### config.mk
export PLATFORM = sky130hd
export DESIGN_NAME = rrf_ram
export DESIGN_NICKNAME = d
export VERILOG_FILES = /design/src/design/rrf_ram.sv
export SDC_FILE = /design/constraint.sdc
export NUM_CORES = 1
export LEC_CHECK = 0
export ABC_AREA = 1
export BUFFER_PORTS_ARGS = -buffer_cell sky130_fd_sc_hd__buf_2
export CAP_MARGIN = 20
export CELL_PAD_IN_SITES_DETAIL_PLACEMENT = 0
export CELL_PAD_IN_SITES_GLOBAL_PLACEMENT = 1
export CORE_MARGIN = 2
export CORE_UTILIZATION = 35
export DETAILED_ROUTE_END_ITERATION = 6
export GPL_TIMING_DRIVEN = 0
export HOLD_SLACK_MARGIN = 0.05
export PLACE_DENSITY_LB_ADDON = 0.1
export SLEW_MARGIN = 5
export SYNTH_ARGS = -nofsm -noshare
export SYNTH_HDL_FRONTEND = slang
export SYNTH_SLANG_ARGS = --single-unit
### constraint.sdc
create_clock -name clock -period 1.29 [get_ports clock]
set_input_delay 0.129 -clock clock [delete_from_list [all_inputs] [get_ports clock]]
set_output_delay 0.129 -clock clock [all_outputs]
set_load 0.05 [all_outputs]
### src/design/rrf_ram.sv
module rrf_ram #(
   parameter int WIDTH = 8,
   parameter int DEPTH = 16
) (
   input  logic                     clock,
   input  logic                     wr_en,
   input  logic [$clog2(DEPTH)-1:0] wr_addr,
   input  logic [WIDTH-1:0]         wr_data,
   input  logic [$clog2(DEPTH)-1:0] rd_addr,
   output logic [WIDTH-1:0]         rd_data
);

   logic [WIDTH-1:0] mem [DEPTH];
   logic [WIDTH-1:0] rd_data_ff;

   always_ff @(posedge clock) begin
      if (wr_en) begin
         mem[wr_addr] <= wr_data;
      end
      rd_data_ff <= mem[rd_addr];
   end

   assign rd_data = rd_data_ff;

endmodule

==> results of run 1 <==
state kept, by name (all words and copies together) (netlist names):
signal	count
mem	128
rd_data	8
metrics by stage:
| stage | setup TNS [ps] | total power (uW) | cell area, um2 | hold slack [ps] |
|---|---|---|---|---|
| finish | 0 | 10370 | 6736 | 141.8 |
| global route | 0 | 10690 | 6736 | 134.5 |
| CTS | 0 | 10440 | 6736 | 131.6 |
| detailed placement | -35740 | 5825 | 6158 | 566.9 |
| global placement | -36250 | 5815 | 6147 | 562.2 |
| floorplan | 0 | 5506 | 5767 | 227.9 |
final timing paths:
kind | start | endpoint | slack, ps
worst max-delay path | wr_addr[2] | mem[8][3]$_DFFE_PP_ | 90
worst min-delay path | wr_data[4] | mem[15][4]$_DFFE_PP_ | 140
worst min register to register | mem[4][6]$_DFFE_PP_ | rd_data[6]$_DFF_P_ | 710
worst max register to register | mem[14][7]$_DFFE_PP_ | rd_data[7]$_DFF_P_ | 230
metal layers:
layer  vias to the layer above  track usage (%)
met1                      1820            27.03
met2                       129            27.49
li1                       1860                -
met3                        19            3.960
met4                         0            6.989
met5                         -                0
worst max-delay path, delay by kind of cell:
kind / cells / cell delay, ps
buffers and inverters: 1 / 120
AND/OR/NAND/NOR: 2 / 990
power by group:
part / leakage [uW] / switching, uW / total, uW / internal [uW]
logic: 0.00139 / 574 / 765 / 191
clock network: 0.000275 / 1750 / 4640 / 2900
registers: 0.00122 / 23.5 / 4970 / 4940
total: 0.00289 / 2340 / 10400 / 8030
logic make-up after synthesis:
family / after synthesis / share of synthesized area, %
buffers and inverters: 126 / 9.525
DFF: 136 / 69.43
and+or+nand+nor: 289 / 21.05
cell usage in the layout (no fill, tap or decap):
master      instances
buf_1               1
buf_2              35
buf_4               4
buf_6               7
bufinv_16           1
clkbuf_1            3
clkbuf_16          17
clkbuf_8            5
clkinv_2            3
clkinvlp_4          3
dfxtp_1             8
edfxtp_1          128
inv_1             100
inv_2               2
nand2_1           173
nand3_1            97
nand3b_1            2
nor2_1             15
nor2_2              2
area by class of cell:
class,count,area (um2),share of cell area (%)
Sequential cell,136,4004,59.44
Multi-Input combinational cell,289,1219,18.09
Clock buffer,25,505.5,7.504
Inverter,102,382.9,5.684
Tap cell,216,270.3,4.012
Buffer,24,166.4,2.470
Timing Repair Buffer,23,121.4,1.802
Clock inverter,7,67.56,1.003
cell usage after synthesis:
| library cell | n |
|---|---|
| buf_1 | 1 |
| buf_2 | 13 |
| buf_4 | 4 |
| buf_6 | 6 |
| dfxtp_1 | 8 |
| edfxtp_1 | 128 |
| inv_1 | 100 |
| inv_2 | 2 |
| nand2_1 | 173 |
| nand3_1 | 97 |
| nand3b_1 | 2 |
| nor2_1 | 17 |
what timing repair did:
| item | 4_1_cts | 5_1_grt |
|---|---|---|
| setup endpoints to repair | 16 | 0 |
| hold buffers | 0 | 0 |
| gates resized for setup | 2 | 0 |
==> results.json, run 1 <==
{
  "status": "completed",
  "grt_max_degree": 17,
  "p_per_area_nw_per_um2": 1540,
  "clock_skew_ps": 7.743,
  "clk_pin_slew_ps": 60,
  "synth_area_leaders": "edfxtp_1 (67%), nand2_1 (11%), nand3_1 (8.4%)",
  "antenna_cells": 0,
  "dpl.cell_count": 790,
  "cp_cell_sequence": "buf_2 > nand3b_1 > nor2_1",
  "antenna_found_initial": 0,
  "crit_slowest_cell": "nor2_1",
  "ir_drop_mv": 0.8419,
  "arrival_ps": 1240,
  "critPathMaxFanout": 8,
  "wl_met1_um": 7525,
  "ys_ff_latch": 136,
  "port_buffers": 22,
  "clk_latency_ps": 420,
  "dpl_worst_slack_ps": -596.6,
  "cts_tree": "built",
  "highest_layer": "met4",
  "coreArea_um2": 16000,
  "netlist-cell-type-count": 12,
  "wl_per_cell_um": 18.90,
  "ant_nets": 0,
  "netlist.area_leader.share_pct": 66.65,
  "gp_congestion": 0.7704,
  "syn_nets": 569,
  "root_buffer": "clkbuf_16",
  "start_util_pct": 36.04,
  "synthToLayoutAreaGrowth_pct": 16.81,
  "rows": 46,
  "post_cts_buffers": 0,
  "critPathKind": "input port to flop",
  "cp-end-kind": "flop",
  "htreeDepth": 4,
  "yosysWarnings": 0,
  "cpPeakStageDelay_ps": 700,
  "fillCellCount": 1575,
  "slew_viol_final": 0,
  "min_path_type": "input port to flop",
  "grt_pass1_vias": 3654,
  "cap_violations": 0,
  "cts_inserted_buffers": 17,
  "fin_crit_sh_pct": 93.18,
  "synth.cell_area_um2": 5767,
  "rsz0062_at_grt": "no",
  "hold_depth": 1,
  "finalWirelength_um": 15540,
  "die_area_um2": 17520,
  "synthCells": 551,
  "viasPerCell": 4.657,
  "drt_iter0_markers": 419,
  "drive_gt1_share_pct": 13.04,
  "post-route-min-period_ps": 1202,
  "reg2regPathDepth": 6,
  "place_hpwl_um": 10080,
  "track_usage_pct": 18.65,
  "hold_violations": 0,
  "final_util_pct": 42.10,
  "setup_viol": 0,
  "p_leak_uw": 0.002892,
  "grt_pass1_wl_um": 23240,
  "dr.pass1.iters": 5,
  "route.detailed.drc": 0,
  "fp.dieW_um": 132.4,
  "dieHeight_um": 132.4,
  "grt_overflow": 0,
  "wl_met2_um": 6865,
  "cts_sinks": 136,
  "cp.required_ps": 1330,
  "clk_path_buf_depth": 2,
  "final-instance-count-excl-fill": 822,
  "nNetsFinal": 611,
  "syn_area_per_cell_um2": 10.47,
  "yosysSeqAreaShare_pct": 69.43,
  "worst_pin_slew_ps": 953.4,
  "num_io_pins": 26,
  "start_kind": "input port",
  "fmax_mhz": 831.9,
  "postLayoutSetupSlackWorst_ps": 87.92,
  "wl_met3_um": 860,
  "yosysTopAreaCell": "edfxtp_1",
  "num_vias": 3828,
  "max_slew_margin_pct": 36.20
}
Power figures use the tool's default switching activity.
==> inputs of run 2 (changes only) <==
--- a/config.mk
+++ b/config.mk
@@ -11,10 +11,11 @@
 export CELL_PAD_IN_SITES_DETAIL_PLACEMENT = 0
 export CELL_PAD_IN_SITES_GLOBAL_PLACEMENT = 1
 export CORE_MARGIN = 2
-export CORE_UTILIZATION = 35
+export CORE_UTILIZATION = 49
 export DETAILED_ROUTE_END_ITERATION = 6
 export GPL_TIMING_DRIVEN = 0
 export HOLD_SLACK_MARGIN = 0.05
+export MAX_ROUTING_LAYER = met4
 export PLACE_DENSITY_LB_ADDON = 0.1
 export SLEW_MARGIN = 5
 export SYNTH_ARGS = -nofsm -noshare
==> run 2 against run 1 <==
Clock skew is essentially flat. Sequential power is essentially flat. Count of clock-buffer cells in the layout shrank 5. Routed wire length shrank 7.1%. Global-route usage grew 6.6 points. Setup slack lost 77 ps. Sequential share of layout area grew 1.2 points. Maximum frequency shrank 6.0%. Power shrank 1.0%. Register-to-register slack gained 60 ps. Utilization grew 16 points. Clock power shrank 2%. Highest routed layer unchanged.
==> results.json, run 2 (synthesis results as in run 1) <==
{
  "die_area_um2": 12650,
  "synthToLayoutAreaGrowth_pct": 14.56,
  "p_leak_uw": 0.002872,
  "dr.pass1.iters": 5,
  "clk_path_buf_depth": 2,
  "num_io_pins": 26,
  "final_common_cell": "nand2_1",
  "rsz0062_at_grt": "yes",
  "dpl.cell_count": 716,
  "fmax_mhz": 782.1,
  "clkPwrFrac_pct": 44.4,
  "top_register": "mem",
  "wl_per_cell_um": 19.29,
  "cap_violations": 0,
  "route.detailed.drc": 0,
  "nNetsFinal": 610,
  "largest_reg_flops": 128,
  "cp_cell_sequence": "buf_2 > nand3b_1 > nor2_1",
  "crit_slowest_cell": "nor2_1",
  "intPower_uw": 7924,
  "start_kind": "input port",
  "worst_pin_slew_ps": 1040,
  "p_per_area_nw_per_um2": 1554,
  "critPathMaxFanout": 8,
  "track_usage_pct": 25.21,
  "grt_pass1_wl_um": 21910,
  "cts_tree": "built",
  "grt_overflow": 0,
  "place_hpwl_um": 9199,
  "design_area_um2": 6606,
  "start_util_pct": 50.29,
  "placed_area_um2": 6056,
  "max_slew_margin_pct": 30.42,
  "rows": 39,
  "finalWirelength_um": 14430,
  "drt_iter0_markers": 361,
  "cpPeakStageDelay_ps": 820,
  "arrival_ps": 1320,
  "layout_common_cells": "nand2_1 (173), edfxtp_1 (128), inv_1 (100)",
  "post_cts_buffers": 0,
  "clk_latency_ps": 420,
  "fin_crit_sh_pct": 99.12,
  "fp.dieW_um": 112.5,
  "port_buffers": 22,
  "cp.required_ps": 1330,
  "setup_viol": 0,
  "num_vias": 3838,
  "power_frac_seq_pct": 48.4,
  "ant_nets": 0,
  "min_path_type": "input port to flop",
  "viasPerCell": 5.131,
  "critPathKind": "input port to flop",
  "cts_inserted_buffers": 17,
  "cts_sinks": 136,
  "drive_gt1_share_pct": 12.07,
  "ir_drop_mv": 0.9152,
  "gp_congestion": 0.8500,
  "final-instance-count-excl-fill": 748,
  "grt_pass1_vias": 3712,
  "hold_violations": 0,
  "grt_max_degree": 17,
  "dieHeight_um": 112.5,
  "antenna_found_initial": 0,
  "worst-r2r-setup-slack_ps": 290,
  "antenna_cells": 0,
  "coreArea_um2": 11470,
  "cp-end-kind": "flop",
  "root_buffer": "clkbuf_16",
  "post-route-min-period_ps": 1279,
  "htreeDepth": 4,
  "comb_power_share_pct": 7.2,
  "clock_skew_ps": 7.662,
  "slew_viol_final": 0,
  "switching_share_pct": 22.83,
  "p_switching_uw": 2344,
  "status": "completed",
  "clk_pin_slew_ps": 60
}
[run 2: changes by cell type in the layout (fill, tap and decap cells not counted), sizes merged]
cell / before / now
buf: 47 / 46
clkbuf: 25 / 20
clkinv: 3 / 8
clkinvlp: 3 / 2
bufinv: 1 / 2
[run 2: worst paths after layout]
check	from	to	depth (start not counted)
hold reg to reg	mem[0][1]$_DFFE_PP_	rd_data[1]$_DFF_P_	6
setup reg to reg	mem[11][4]$_DFFE_PP_	rd_data[4]$_DFF_P_	6
setup / recovery	wr_addr[3]	mem[6][0]$_DFFE_PP_	3
hold / removal	wr_data[2]	mem[2][2]$_DFFE_PP_	1
[run 2: power by group through the flow]
stage                     clock network, uW  registers (uW)  logic (uW)
after CTS                              4560            4970         742
after floorplan                           0            5160         349
after detailed placement                  0            5060         738
final                                  4560            4970         739
after global routing                   4750            4970         809
after global placement                    0            5050         731
[run 2: routing by layer]
layer  vias to the layer above  GRT usage, %  part of all wire [%]
li1                       1861             -                     -
met1                      1815         34.97                    45
met2                       140         37.35                    45
met3                        22         5.508                   8.0
met4                         0         8.455                   1.8
met5                         -             -                     0
[run 2: repair_timing]
| action | in CTS | in global routing |
|---|---|---|
| setup endpoints to repair | 8 | 17 |
| pin swaps | 0 | 0 |
| gates resized for setup | 1 | 1 |
| hold buffers | 0 | 0 |
[run 2: final cells by class]
| type | count | area (um2) |
|---|---|---|
| timing repair buffer | 22 | 110.1 |
| clock inverter | 12 | 108.9 |
| clock buffer | 20 | 436.7 |
| buffer | 24 | 166.4 |
| sequential | 136 | 4004 |
| fill | 1012 | 4861 |
| multi-input combinational | 289 | 1219 |
| inverter | 102 | 382.9 |
| tap | 143 | 178.9 |
[run 2: metrics by stage]
| step | setup slack, ps | utilization [%] | total power [uW] | TNS [ps] | hold slack (ps) |
|---|---|---|---|---|---|
| 6_report | 11.34 | 57.61 | 10270 | 0 | 111.3 |
| 5_1_grt | -52.26 | 57.61 | 10530 | -752.1 | 138.6 |
| 4_1_cts | 14.70 | 57.59 | 10270 | 0 | 113.8 |
| 3_5_place_dp | -473.2 | 52.81 | 5796 | -33140 | 553.5 |
| 2_1_floorplan | 210.2 | - | 5506 | 0 | 227.9 |
| 3_3_place_gp | -394.8 | 52.81 | 5784 | -28830 | 556.4 |
[run 2: critical path: cells and delay by family]
kind | cells | cell delay (ps)
and+or+nand+nor | 2 | 1070
buffers and inverters | 1 | 120
==> inputs of run 3 (changes only) <==
--- a/config.mk
+++ b/config.mk
@@ -10,6 +10,7 @@
 export CAP_MARGIN = 20
 export CELL_PAD_IN_SITES_DETAIL_PLACEMENT = 0
 export CELL_PAD_IN_SITES_GLOBAL_PLACEMENT = 1
+export CORE_ASPECT_RATIO = 0.6
 export CORE_MARGIN = 2
 export CORE_UTILIZATION = 49
 export DETAILED_ROUTE_END_ITERATION = 6
==> run 3 against run 2 <==
Non-clock buffer count did not move. Final area increased by 1.9%. Maximum frequency is 2.4% higher. Register-to-register slack worse by 50 ps. Combinational power up 3.1%. Routed wire length grew 3.0%. Via count rose by 3.0%.
==> results.json, run 3 (synthesis results as in run 1) <==
{
  "drt_iter0_markers": 486,
  "postCtsHoldBufs": 0,
  "critical_path.top_delay_family": "simple AND/OR/NAND/NOR gates",
  "intPower_uw": 8668,
  "fp.dieW_um": 144.1,
  "worstHoldStart": "rd_addr[2]",
  "clock_skew_ps": 5.703,
  "min_path_type": "input port to flop",
  "dieHeight_um": 88.03,
  "cp.required_ps": 1330,
  "ir_drop_mv": 0.9680,
  "htreeDepth": 4,
  "cts_tree": "built",
  "path_buf_inv": 1,
  "antenna_cells": 0,
  "viasPerCell": 5.166,
  "slew_viol_final": 0,
  "fmax_mhz": 800.9,
  "r2r-start": "mem[10][4]$_DFFE_PP_",
  "place_hpwl_um": 9706,
  "cpPeakStageDelay_ps": 770,
  "worst_pin_slew_ps": 936.9,
  "grt_pass1_wl_um": 21650,
  "reg2regPathDepth": 6,
  "dr.pass1.iters": 5,
  "critPathMaxFanout": 8,
  "rows": 30,
  "root_buffer": "clkbuf_16",
  "num_vias": 3952,
  "clk_path_buf_depth": 2,
  "grt_overflow": 0,
  "crit_slowest_cell": "nor2_1",
  "p_switching_uw": 2427,
  "power_frac_seq_pct": 44.7,
  "finalWirelength_um": 14860,
  "grt_pass1_vias": 3490,
  "cp-end-kind": "flop",
  "cts_resized": 0,
  "rsz0062_at_grt": "yes",
  "drive_gt1_share_pct": 12.73,
  "worstReg2RegEnd": "rd_data[4]$_DFF_P_",
  "gp_congestion": 0.8648,
  "route.detailed.drc": 0,
  "comb_power_share_pct": 6.9,
  "antenna_found_initial": 0,
  "setup_viol": 0,
  "cts_sinks": 136,
  "clk_latency_ps": 420,
  "p_per_area_nw_per_um2": 1648,
  "grt_use_met2_pct": 34.33,
  "ant_nets": 0,
  "switching_share_pct": 21.87,
  "cts_inserted_buffers": 17,
  "largest_reg_flops": 128,
  "synthToLayoutAreaGrowth_pct": 16.75,
  "arrival_ps": 1290,
  "post_cts_buffers": 0,
  "final_common_cell": "nand2_1",
  "grt_max_degree": 17,
  "final_util_pct": 59.20,
  "status": "completed",
  "wl_per_cell_um": 19.42,
  "p_leak_uw": 0.002932,
  "worst-r2r-setup-slack_ps": 240,
  "track_usage_pct": 25.98,
  "top_register": "mem",
  "grt.busiest_layer": "met1",
  "fillCellCount": 967,
  "post-route-min-period_ps": 1249,
  "fin_crit_sh_pct": 96.79,
  "met3_usage_pct": 6.889,
  "clk_pin_slew_ps": 60,
  "hold_path_end": "rd_data[0]$_DFF_P_",
  "max_slew_margin_pct": 37.31,
  "critPathKind": "input port to flop",
  "num_io_pins": 26,
  "nNetsFinal": 610,
  "holdWs_ps": 130.8,
  "cap_violations": 0,
  "cp_cell_sequence": "buf_2 > nand3b_1 > nor2_1",
  "die_area_um2": 12680,
  "hold_depth": 4,
  "clkPwrFrac_pct": 48.4,
  "grtUsageMet1_pct": 39.09,
  "start_kind": "input port",
  "hold_violations": 0,
  "coreArea_um2": 11370,
  "port_buffers": 22,
  "start_util_pct": 50.70,
  "layout_common_cells": "nand2_1 (173), edfxtp_1 (128), inv_1 (100)"
}
-- run 3: cell count changes in the layout (fill, tap and decap cells not counted), sizes merged --
cell      change
clkinvlp      -2
clkbuf        +1
clkinv        -2
bufinv        +3
-- run 3: final cells by class --
cell class                      count  area (um2)  share of cell area (%)
Sequential cell                   136        4004                   59.47
Inverter                          102       382.9                   5.687
Clock buffer                       21       460.4                   6.839
Timing Repair Buffer               22       110.1                   1.635
Multi-Input combinational cell    289        1214                   18.03
Buffer                             24       166.4                   2.472
Clock inverter                     11       195.2                   2.899
Tap cell                          160       200.2                   2.973
-- run 3: worst max-delay path by stage --
stage               slack [ps]  depth (start not counted)                    to       start
detailed placement        -360                          3   mem[5][3]$_DFFE_PP_  wr_addr[3]
global route               -20                          3   mem[5][2]$_DFFE_PP_  wr_addr[3]
finish                      40                          3   mem[5][2]$_DFFE_PP_  wr_addr[3]
global placement          -360                          3   mem[6][3]$_DFFE_PP_  wr_addr[3]
CTS                         60                          3   mem[5][2]$_DFFE_PP_  wr_addr[3]
floorplan                  210                          2  mem[10][0]$_DFFE_PP_  wr_addr[2]
-- run 3: power groups by stage --
stage | Clock [uW] | Combinational (uW) | Sequential, uW
floorplan | 0 | 349 | 5160
global placement | 0 | 744 | 5050
detailed placement | 0 | 754 | 5060
CTS | 5410 | 758 | 4960
global route | 5610 | 827 | 4970
finish | 5370 | 762 | 4960
-- run 3: layer usage --
layer  wire [um]  up-vias
met5           0        -
met3        1544       24
met1        7081     1876
met4         232        0
met2        5998      192
li1            -     1860
-- run 3: worst reg2reg max path: stages (launching register included) --
cell and delay, ps:
edfxtp_1 360, inv_1 60, nand2_1 60, nand3_1 140, nand3_1 130, nand3_1 120
nand2_1 70
-- run 3: through the flow --
step | setup WS (ps) | cell area (um2) | std cells | TNS, ps | total power [uW]
2_1_floorplan | 210.2 | 5767 | 551 | 0 | 5506
3_3_place_gp | -359.0 | 6077 | 733 | -27900 | 5797
3_5_place_dp | -362.8 | 6077 | 733 | -30340 | 5810
4_1_cts | 56.72 | 6733 | 765 | 0 | 11130
5_1_grt | -23.17 | 6733 | 765 | -147.1 | 11410
6_report | 41.44 | 6733 | 765 | 0 | 11100
